--- config.mk ---
export PLATFORM = sky130hd
export DESIGN_NAME = tlv_stream_deframer
export DESIGN_NICKNAME = d
export VERILOG_FILES = /design/src/design/tlvd_pkg.sv /design/src/design/tlvd_front.sv /design/src/design/tlvd_queue.sv /design/src/design/tlvd_back.sv /design/src/design/tlv_stream_deframer.sv
export SDC_FILE = /design/constraint.sdc
export NUM_CORES = 1
export LEC_CHECK = 0
export BUFFER_PORTS_ARGS = -buffer_cell sky130_fd_sc_hd__buf_2
export CORE_MARGIN = 2
export CORE_UTILIZATION = 35
export CTS_BUF_LIST = sky130_fd_sc_hd__clkbuf_8 sky130_fd_sc_hd__clkbuf_16
export DETAILED_ROUTE_END_ITERATION = 12
export GPL_ROUTABILITY_DRIVEN = 0
export GPL_TIMING_DRIVEN = 1
export PLACE_DENSITY = 0.59
export SLEW_MARGIN = 25
export SYNTH_ARGS = -nofsm -noshare
export SYNTH_HDL_FRONTEND = slang
export SYNTH_SLANG_ARGS = --single-unit
--- constraint.sdc ---
create_clock -name aclk -period 4 [get_ports aclk]
set_input_delay 0 -clock aclk [delete_from_list [all_inputs] [get_ports aclk]]
set_output_delay 0 -clock aclk [all_outputs]
set_load 0.01 [all_outputs]
--- src/design/tlvd_pkg.sv ---
// ----------------------------------------------------------------------------
// TLV deframer package
// Shared types, codes and defaults for the TLV stream deframer.
// ----------------------------------------------------------------------------
package tlvd_pkg;

    localparam int FRAME_BUFFER_BYTES_DEF = 4096;
    localparam int QUEUE_DEPTH_DEF        = 4;
    localparam int HDR_BYTES              = 5;

    localparam logic [7:0] TYPE_SET_NAME = 8'h01;
    localparam logic [7:0] TYPE_SEND     = 8'h02;

    localparam logic [11:0] MAX_PAYLOAD_RESET     = 12'd4091;
    localparam logic [4:0]  MAX_NAME_LENGTH_RESET = 5'd31;

    typedef enum logic [0:0] {
        REG_MAX_PAYLOAD     = 1'b0,
        REG_MAX_NAME_LENGTH = 1'b1
    } reg_index_t;

    typedef enum logic [2:0] {
        VERDICT_NONE       = 3'd0,
        VERDICT_NAME_OK    = 3'd1,
        VERDICT_BAD_NAME   = 3'd2,
        VERDICT_BROADCAST  = 3'd3,
        VERDICT_NEED_NAME  = 3'd4,
        VERDICT_UNKNOWN    = 3'd5,
        VERDICT_EMPTY_SEND = 3'd6
    } verdict_t;

    typedef enum logic [1:0] {
        KIND_PAYLOAD  = 2'd0,
        KIND_LAST     = 2'd1,
        KIND_EMPTY    = 2'd2,
        KIND_OVERSIZE = 2'd3
    } kind_t;

    typedef struct packed {
        logic [7:0]  msg_type;
        logic [11:0] msg_length;
        logic [7:0]  payload_byte;
        kind_t       kind;
    } entry_t;

endpackage

--- src/design/tlvd_front.sv ---
// ----------------------------------------------------------------------------
// TLV deframer front end
// Takes one byte per cycle while the queue is not full, parses the header
// and pushes a classified queue entry per payload byte and per empty or oversize frame.
// ----------------------------------------------------------------------------
module tlvd_front #(
    parameter int FRAME_BUFFER_BYTES = tlvd_pkg::FRAME_BUFFER_BYTES_DEF
) (
    input  logic             aclk,
    input  logic             aresetn,
    input  logic             s_valid,
    output logic             s_ready,
    input  logic [7:0]       s_data_byte,
    input  logic [11:0]      max_payload,
    input  logic             queue_full,
    output logic             push,
    output tlvd_pkg::entry_t push_entry
);

    localparam int BUF_SPAN = FRAME_BUFFER_BYTES - tlvd_pkg::HDR_BYTES;
    localparam logic [11:0] BUF_LIMIT = (BUF_SPAN > 4095) ? 12'hFFF : 12'(BUF_SPAN);
    localparam logic [2:0] HC_LAST_LEN = 3'(tlvd_pkg::HDR_BYTES - 1);
    localparam logic [2:0] HC_PAYLOAD  = 3'(tlvd_pkg::HDR_BYTES);

    logic [2:0]  header_count_reg, header_count_next;
    logic [7:0]  held_type_reg, held_type_next;
    logic [11:0] len_low_reg, len_low_next;
    logic        len_high_reg, len_high_next;
    logic [11:0] remaining_reg, remaining_next;
    logic        dead_reg, dead_next;

    logic        accept;
    logic [11:0] limit;
    logic [11:0] shifted_low;
    logic        shifted_high;

    assign s_ready      = !queue_full;
    assign accept       = s_valid && s_ready;
    assign limit        = (max_payload > BUF_LIMIT) ? BUF_LIMIT : max_payload;
    assign shifted_low  = {len_low_reg[3:0], s_data_byte};
    assign shifted_high = len_high_reg || (len_low_reg[11:4] != 8'd0);

    always_comb begin
        header_count_next = header_count_reg;
        held_type_next    = held_type_reg;
        len_low_next      = len_low_reg;
        len_high_next     = len_high_reg;
        remaining_next    = remaining_reg;
        dead_next         = dead_reg;
        push              = 1'b0;
        push_entry        = '{msg_type: held_type_reg, msg_length: 12'd0,
                              payload_byte: 8'd0, kind: tlvd_pkg::KIND_EMPTY};
        if (accept && !dead_reg) begin
            priority if (header_count_reg == 3'd0) begin
                held_type_next    = s_data_byte;
                len_low_next      = 12'd0;
                len_high_next     = 1'b0;
                header_count_next = 3'd1;
            end else if (header_count_reg < HC_PAYLOAD) begin
                len_low_next  = shifted_low;
                len_high_next = shifted_high;
                if (header_count_reg == HC_LAST_LEN) begin
                    if (shifted_high || (shifted_low > limit)) begin
                        push              = 1'b1;
                        push_entry.kind   = tlvd_pkg::KIND_OVERSIZE;
                        dead_next         = 1'b1;
                        header_count_next = 3'd0;
                    end else if (shifted_low == 12'd0) begin
                        push              = 1'b1;
                        push_entry.kind   = tlvd_pkg::KIND_EMPTY;
                        header_count_next = 3'd0;
                    end else begin
                        remaining_next    = shifted_low;
                        header_count_next = HC_PAYLOAD;
                    end
                end else begin
                    header_count_next = header_count_reg + 3'd1;
                end
            end else if (header_count_reg == HC_PAYLOAD) begin
                push                    = 1'b1;
                push_entry.msg_length   = len_low_reg;
                push_entry.payload_byte = s_data_byte;
                if (remaining_reg <= 12'd1) begin
                    push_entry.kind   = tlvd_pkg::KIND_LAST;
                    remaining_next    = 12'd0;
                    header_count_next = 3'd0;
                end else begin
                    push_entry.kind = tlvd_pkg::KIND_PAYLOAD;
                    remaining_next  = remaining_reg - 12'd1;
                end
            end else begin
                header_count_next = 3'd0;
            end
        end
    end

    always_ff @(posedge aclk) begin
        if (!aresetn) begin
            header_count_reg <= 3'd0;
            held_type_reg    <= 8'd0;
            len_low_reg      <= 12'd0;
            len_high_reg     <= 1'b0;
            remaining_reg    <= 12'd0;
            dead_reg         <= 1'b0;
        end else begin
            header_count_reg <= header_count_next;
            held_type_reg    <= held_type_next;
            len_low_reg      <= len_low_next;
            len_high_reg     <= len_high_next;
            remaining_reg    <= remaining_next;
            dead_reg         <= dead_next;
        end
    end

    a_dead_no_push: assert property (@(posedge aclk) disable iff (!aresetn)
        dead_reg |-> !push)
        else $error("Entry pushed after the stream went dead.");

    a_oversize_kills: assert property (@(posedge aclk) disable iff (!aresetn)
        (push && push_entry.kind == tlvd_pkg::KIND_OVERSIZE) |=> dead_reg)
        else $error("Oversize report did not stop the stream.");

    a_payload_count: assert property (@(posedge aclk) disable iff (!aresetn)
        (header_count_reg == HC_PAYLOAD) |-> (remaining_reg != 12'd0))
        else $error("Payload phase with no bytes remaining.");

endmodule

--- src/design/tlvd_queue.sv ---
// ----------------------------------------------------------------------------
// TLV deframer queue
// Short first-in first-out queue of classified entries between the front
// end and the back end.
// ----------------------------------------------------------------------------
module tlvd_queue #(
    parameter int QUEUE_DEPTH = tlvd_pkg::QUEUE_DEPTH_DEF
) (
    input  logic             aclk,
    input  logic             aresetn,
    input  logic             push,
    input  tlvd_pkg::entry_t push_entry,
    output logic             full,
    input  logic             pop,
    output logic             head_valid,
    output tlvd_pkg::entry_t head_entry
);

    localparam int PTR_W = (QUEUE_DEPTH > 1) ? $clog2(QUEUE_DEPTH) : 1;
    localparam int CNT_W = $clog2(QUEUE_DEPTH + 1);
    localparam logic [PTR_W-1:0] PTR_LAST  = PTR_W'(QUEUE_DEPTH - 1);
    localparam logic [CNT_W-1:0] CNT_DEPTH = CNT_W'(QUEUE_DEPTH);

    tlvd_pkg::entry_t store [QUEUE_DEPTH];

    logic [PTR_W-1:0] wr_ptr_reg;
    logic [PTR_W-1:0] rd_ptr_reg;
    logic [CNT_W-1:0] count_reg;
    logic             do_push;
    logic             do_pop;

    assign full       = (count_reg == CNT_DEPTH);
    assign head_valid = (count_reg != '0);
    assign head_entry = store[rd_ptr_reg];
    assign do_push    = push && !full;
    assign do_pop     = pop && head_valid;

    always_ff @(posedge aclk) begin
        if (do_push) begin
            store[wr_ptr_reg] <= push_entry;
        end
    end

    always_ff @(posedge aclk) begin
        if (!aresetn) begin
            wr_ptr_reg <= '0;
            rd_ptr_reg <= '0;
            count_reg  <= '0;
        end else begin
            if (do_push) begin
                wr_ptr_reg <= (wr_ptr_reg == PTR_LAST) ? '0 : wr_ptr_reg + 1'b1;
            end
            if (do_pop) begin
                rd_ptr_reg <= (rd_ptr_reg == PTR_LAST) ? '0 : rd_ptr_reg + 1'b1;
            end
            if (do_push && !do_pop) begin
                count_reg <= count_reg + 1'b1;
            end else if (do_pop && !do_push) begin
                count_reg <= count_reg - 1'b1;
            end
        end
    end

    a_no_overflow: assert property (@(posedge aclk) disable iff (!aresetn)
        push |-> !full)
        else $error("Item pushed into a full queue.");

    a_count_bound: assert property (@(posedge aclk) disable iff (!aresetn)
        count_reg <= CNT_DEPTH)
        else $error("Queue count out of range.");

endmodule

--- src/design/tlvd_back.sv ---
// ----------------------------------------------------------------------------
// TLV deframer back end
// Drains the queue, tracks whether a name is set, gives the verdict at
// frame end and holds the result register.
// ----------------------------------------------------------------------------
module tlvd_back (
    input  logic             aclk,
    input  logic             aresetn,
    input  logic             head_valid,
    input  tlvd_pkg::entry_t head_entry,
    output logic             pop,
    input  logic [4:0]       max_name_length,
    output logic             m_valid,
    input  logic             m_ready,
    output logic [7:0]       m_msg_type,
    output logic [11:0]      m_msg_length,
    output logic [7:0]       m_payload_byte,
    output logic             m_payload_valid,
    output logic             m_last,
    output logic [2:0]       m_verdict,
    output logic             m_oversize_error
);

    logic        valid_reg;
    logic        name_known_reg;
    logic [7:0]  type_reg;
    logic [11:0] length_reg;
    logic [7:0]  byte_reg;
    logic        pvalid_reg;
    logic        last_reg;
    logic [2:0]  verdict_reg;
    logic        over_reg;

    logic               frame_end;
    logic               name_ok;
    tlvd_pkg::verdict_t verdict;

    assign pop       = head_valid && (!valid_reg || m_ready);
    assign frame_end = (head_entry.kind == tlvd_pkg::KIND_LAST) ||
                       (head_entry.kind == tlvd_pkg::KIND_EMPTY);
    assign name_ok   = (head_entry.msg_length != 12'd0) &&
                       (head_entry.msg_length <= {7'd0, max_name_length});

    always_comb begin
        verdict = tlvd_pkg::VERDICT_NONE;
        if (frame_end) begin
            priority if (head_entry.msg_type == tlvd_pkg::TYPE_SET_NAME) begin
                verdict = name_ok ? tlvd_pkg::VERDICT_NAME_OK : tlvd_pkg::VERDICT_BAD_NAME;
            end else if (head_entry.msg_type == tlvd_pkg::TYPE_SEND) begin
                priority if (!name_known_reg) begin
                    verdict = tlvd_pkg::VERDICT_NEED_NAME;
                end else if (head_entry.msg_length != 12'd0) begin
                    verdict = tlvd_pkg::VERDICT_BROADCAST;
                end else begin
                    verdict = tlvd_pkg::VERDICT_EMPTY_SEND;
                end
            end else begin
                verdict = tlvd_pkg::VERDICT_UNKNOWN;
            end
        end
    end

    always_ff @(posedge aclk) begin
        if (!aresetn) begin
            valid_reg      <= 1'b0;
            name_known_reg <= 1'b0;
        end else begin
            if (pop) begin
                valid_reg <= 1'b1;
                if (verdict == tlvd_pkg::VERDICT_NAME_OK) begin
                    name_known_reg <= 1'b1;
                end
            end else if (m_ready) begin
                valid_reg <= 1'b0;
            end
        end
    end

    always_ff @(posedge aclk) begin
        if (pop) begin
            type_reg    <= head_entry.msg_type;
            length_reg  <= head_entry.msg_length;
            byte_reg    <= head_entry.payload_byte;
            pvalid_reg  <= (head_entry.kind == tlvd_pkg::KIND_PAYLOAD) ||
                           (head_entry.kind == tlvd_pkg::KIND_LAST);
            last_reg    <= frame_end;
            verdict_reg <= verdict;
            over_reg    <= (head_entry.kind == tlvd_pkg::KIND_OVERSIZE);
        end
    end

    assign m_valid          = valid_reg;
    assign m_msg_type       = type_reg;
    assign m_msg_length     = length_reg;
    assign m_payload_byte   = byte_reg;
    assign m_payload_valid  = pvalid_reg;
    assign m_last           = last_reg;
    assign m_verdict        = verdict_reg;
    assign m_oversize_error = over_reg;

    a_verdict_at_end: assert property (@(posedge aclk) disable iff (!aresetn)
        (valid_reg && !last_reg) |-> (verdict_reg == tlvd_pkg::VERDICT_NONE))
        else $error("Verdict on a result that does not end a frame.");

    a_name_sticky: assert property (@(posedge aclk) disable iff (!aresetn)
        name_known_reg |=> name_known_reg)
        else $error("Name flag cleared without reset.");

endmodule

--- src/design/tlv_stream_deframer.sv ---
// ----------------------------------------------------------------------------
// TLV stream deframer
// Parses frames of a type byte, a four-byte big-endian length and payload,
// passes payload bytes on and gives a verdict at each frame end.
//
//   Channel   Ports                         Direction
//   input     s_valid s_ready s_data_byte   in, one byte per item
//   result    m_valid m_ready m_*           out, zero or one result per item
//   config    cfg_wr_en cfg_wr_index/data   in, write only
//
// One item is accepted per cycle while the queue has room; the entry for an
// accepted byte is written to the queue, then loaded into the result register.
// Throughput is set by the result register, which drains one entry a cycle while the result side is ready.
// A stalled result side fills the queue and then holds s_ready low.
// Reset clears parse state, the name flag, the dead flag and the result valid flag, and loads the config defaults.
// ----------------------------------------------------------------------------
module tlv_stream_deframer #(
    parameter int FRAME_BUFFER_BYTES = tlvd_pkg::FRAME_BUFFER_BYTES_DEF,
    parameter int QUEUE_DEPTH        = tlvd_pkg::QUEUE_DEPTH_DEF
) (
    input  logic        aclk,
    input  logic        aresetn,
    input  logic        s_valid,
    output logic        s_ready,
    input  logic [7:0]  s_data_byte,
    output logic        m_valid,
    input  logic        m_ready,
    output logic [7:0]  m_msg_type,
    output logic [11:0] m_msg_length,
    output logic [7:0]  m_payload_byte,
    output logic        m_payload_valid,
    output logic        m_last,
    output logic [2:0]  m_verdict,
    output logic        m_oversize_error,
    input  logic        cfg_wr_en,
    input  logic [0:0]  cfg_wr_index,
    input  logic [11:0] cfg_wr_data
);

    logic [11:0] max_payload_reg;
    logic [4:0]  max_name_length_reg;

    logic             push;
    tlvd_pkg::entry_t push_entry;
    logic             queue_full;
    logic             pop;
    logic             head_valid;
    tlvd_pkg::entry_t head_entry;

    always_ff @(posedge aclk) begin
        if (!aresetn) begin
            max_payload_reg     <= tlvd_pkg::MAX_PAYLOAD_RESET;
            max_name_length_reg <= tlvd_pkg::MAX_NAME_LENGTH_RESET;
        end else if (cfg_wr_en) begin
            unique case (tlvd_pkg::reg_index_t'(cfg_wr_index))
                tlvd_pkg::REG_MAX_PAYLOAD: begin
                    max_payload_reg <= cfg_wr_data;
                end
                tlvd_pkg::REG_MAX_NAME_LENGTH: begin
                    max_name_length_reg <= cfg_wr_data[4:0];
                end
                default: begin
                end
            endcase
        end
    end

    tlvd_front #(
        .FRAME_BUFFER_BYTES(FRAME_BUFFER_BYTES)
    ) u_front (
        .aclk        (aclk),
        .aresetn     (aresetn),
        .s_valid     (s_valid),
        .s_ready     (s_ready),
        .s_data_byte (s_data_byte),
        .max_payload (max_payload_reg),
        .queue_full  (queue_full),
        .push        (push),
        .push_entry  (push_entry)
    );

    tlvd_queue #(
        .QUEUE_DEPTH(QUEUE_DEPTH)
    ) u_queue (
        .aclk       (aclk),
        .aresetn    (aresetn),
        .push       (push),
        .push_entry (push_entry),
        .full       (queue_full),
        .pop        (pop),
        .head_valid (head_valid),
        .head_entry (head_entry)
    );

    tlvd_back u_back (
        .aclk             (aclk),
        .aresetn          (aresetn),
        .head_valid       (head_valid),
        .head_entry       (head_entry),
        .pop              (pop),
        .max_name_length  (max_name_length_reg),
        .m_valid          (m_valid),
        .m_ready          (m_ready),
        .m_msg_type       (m_msg_type),
        .m_msg_length     (m_msg_length),
        .m_payload_byte   (m_payload_byte),
        .m_payload_valid  (m_payload_valid),
        .m_last           (m_last),
        .m_verdict        (m_verdict),
        .m_oversize_error (m_oversize_error)
    );

endmodule
==> run metrics <==
critical path launch point max_payload_reg[2]$_SDFFE_PN0P_; synth top area cells edfxtp_1 (50%), dfxtp_1 (14%), mux4_2 (5.3%); die area 28000 um2; Final setup violation count 0; average wire per standard cell 17.4 um; Reg2Reg Setup Slack 320 ps; Detail Placement HPWL 13100 um; P&R area growth vs syn 20.2%; Worst-path clk slew 60 ps; postcts setup bufs 0; post-synth top area cell edfxtp_1; core outline area 26100 um2; sw frac 0.282; synth cell count leaders edfxtp_1 (154), nand2_1 (89), dfxtp_1 (65), a21oi_1 (36); CP Capture Point u_queue.count_reg[2]$_SDFFE_PN0P_; GR Util All Layers 0.146; count leader, synth edfxtp_1; status complete, but fails checks; DRT Wirelength 20200 um; Routed Antenna Nets 0; prevailing post-synth register cell edfxtp_1; Final nets 864; crit-path max FO 5; Peak VDD IR 0.314 mV; num rows 59; Largest register FFs 120; post-synth top area share 0.496; max-slew violation count 0; Clk pwr share 0.338; failing checks design-rule violations; Worst Path Arrival 4120 ps; DRC viols 9; vias in the first global route 5817; reg-to-reg startpoint max_payload_reg[2]$_SDFFE_PN0P_; root buffer cell clkbuf_16; uppermost layer routed met4; layout cells sized above 1 0.183; via/cell ratio 5.05; Crit. End Element register; CTS buffer count 24; first-pass GRT wire length 32300 um; pwr dens 611 nW/um2; placed insts 1088; asr flop ratio synth 0; IO Pins 62; CTS tree done; Syn Nets 763; Tightest Pin Transition 955 ps; Port-buffer cells 61; Clock Skews 16.1 ps; Initial Utilization 0.357; Setup TNS 0 ps; met3 WL 935 um; grt total ovfl 0; Layout Cells excl Fill 1158; Internal Power 4.92 mW; Synth Instances 705; switching power total 1.94 mW; Clk Latency, worst-skew pair 520 ps; # diodes 0; CTS sink cnt 219; Die Ht 167 um; #FFs+latches synth 219; Iter 0 DRT Violations 498; critical path class reg -> reg; largest net degree at the start of global routing 48; routed length on met1 9420 um; Post-synth EDFFs 154; Final Hold Violating Endpoints 0; Reg2Reg Depth 15; Hold Worst Slack 243 ps; initial antenna violation count 0; unrepaired setup endpoints after global routing no; Chip Width 167 um; Worst slew margin 0.361; register with the most flip-flops u_queue.store; min Tclk post-route 3680 ps; Via Count 5851; Syn. warnings 0; Syn Area/Cell 13.2 um2; HP Class in -> reg; Tcrit/Tclk final 0.921; met2 routed WL 9420 um; H-tree depth 1; Flop pwr share 0.433; sequential area share after synthesis 0.635; RR Endpoint u_queue.count_reg[2]$_SDFFE_PN0P_; CTS Buffer Depth 3; synthesized cell area 9330 um2; dpl cell area 10100 um2; cell area after layout 11200 um2; f_max 272 MHz; Critical Path RT 4440 ps; Max-cap violations 0; DRT Pass-1 Iters 8; Leak Pwr 4.17 nW; combinational group share of total power 0.229; post-synth cell types 51; critical path startpoint category register
-- power groups by stage --
stage | Combinational, mW | Clock, mW | Sequential (mW)
2_1_floorplan | 0.964 | 0 | 3.07
3_3_place_gp | 1.56 | 0 | 3.01
3_5_place_dp | 1.57 | 0 | 3.02
4_1_cts | 1.60 | 2.37 | 2.97
5_1_grt | 1.73 | 2.47 | 3.00
6_report | 1.57 | 2.32 | 2.97
-- critical path, stage by stage (launching register included) --
cell and delay (ps):
dfxtp_1 350, nand4_1 110, nor4_2 320, nor2_1 80, ha_1 300, nor2b_1 130, o21ai_0 90, a211o_1 310
a41o_1 270, a31oi_1 320, ha_1 250, inv_1 60, fa_1 370, xor2_1 180, or3_1 300, a21oi_1 160
-- metrics by stage --
stage	utilization	setup slack, ps	power, mW
2_1_floorplan	-	339	4.04
3_3_place_gp	0.386	390	4.57
3_5_place_dp	0.386	274	4.59
4_1_cts	0.429	265	6.95
5_1_grt	0.429	80.4	7.19
6_report	0.429	317	6.85
-- worst min path at each step --
stage / startpoint / end / slack (ps) / depth (start not counted)
2_1_floorplan: cfg_wr_data[0] / max_payload_reg[0]$_SDFFE_PN1P_ / 120 / 2
3_3_place_gp: cfg_wr_data[8] / max_payload_reg[8]$_SDFFE_PN1P_ / 230 / 3
3_5_place_dp: cfg_wr_data[8] / max_payload_reg[8]$_SDFFE_PN1P_ / 230 / 3
4_1_cts: cfg_wr_data[8] / max_payload_reg[8]$_SDFFE_PN1P_ / 230 / 4
5_1_grt: cfg_wr_data[10] / max_payload_reg[10]$_SDFFE_PN1P_ / 280 / 4
6_report: cfg_wr_data[10] / max_payload_reg[10]$_SDFFE_PN1P_ / 240 / 4
-- cell type report --
cell class                      count  area (um2)
Fill cell                        2402       14900
Sequential cell                   219        5930
Multi-Input combinational cell    421        3170
Timing Repair Buffer              105         728
Clock buffer                       24         601
Tap cell                          335         419
Clock inverter                     19         238
Inverter                           35         131
-- placed cells by master (no fill, tap or decap), drive strengths merged, types with 12 or more instances in the layout --
cell type	count
and2	26
edfxtp	154
nor3	12
nor2	35
ha	31
o211ai	15
clkbuf	24
mux2i	18
nand2	90
dlygate4sd3	27
buf	78
nand3	15
dfxtp	65
mux4	30
a21oi	36
inv	37
o21ai	21
-- logic make-up after synthesis --
logic type	count (synthesis)	synth area share
simple gates	230	0.123
xor+xnor	6	0.00563
buf+inv	65	0.0274
compound gates	105	0.0703
flops	219	0.635
fa+ha+maj	32	0.0437
mux	48	0.0950
-- timing repair --
action,in CTS,in global routing
hold buffers,27,0
endpoints found under the setup margin,0,1
endpoints found under the hold margin,45,0
resized for setup,0,1
-- per-layer routing --
layer,vias to the layer above,track usage
li1,2855,-
met1,2826,0.204
met2,141,0.238
met3,29,0.0227
met4,0,0.0374
met5,-,0
No activity file was read; power rests on OpenSTA's default activity.
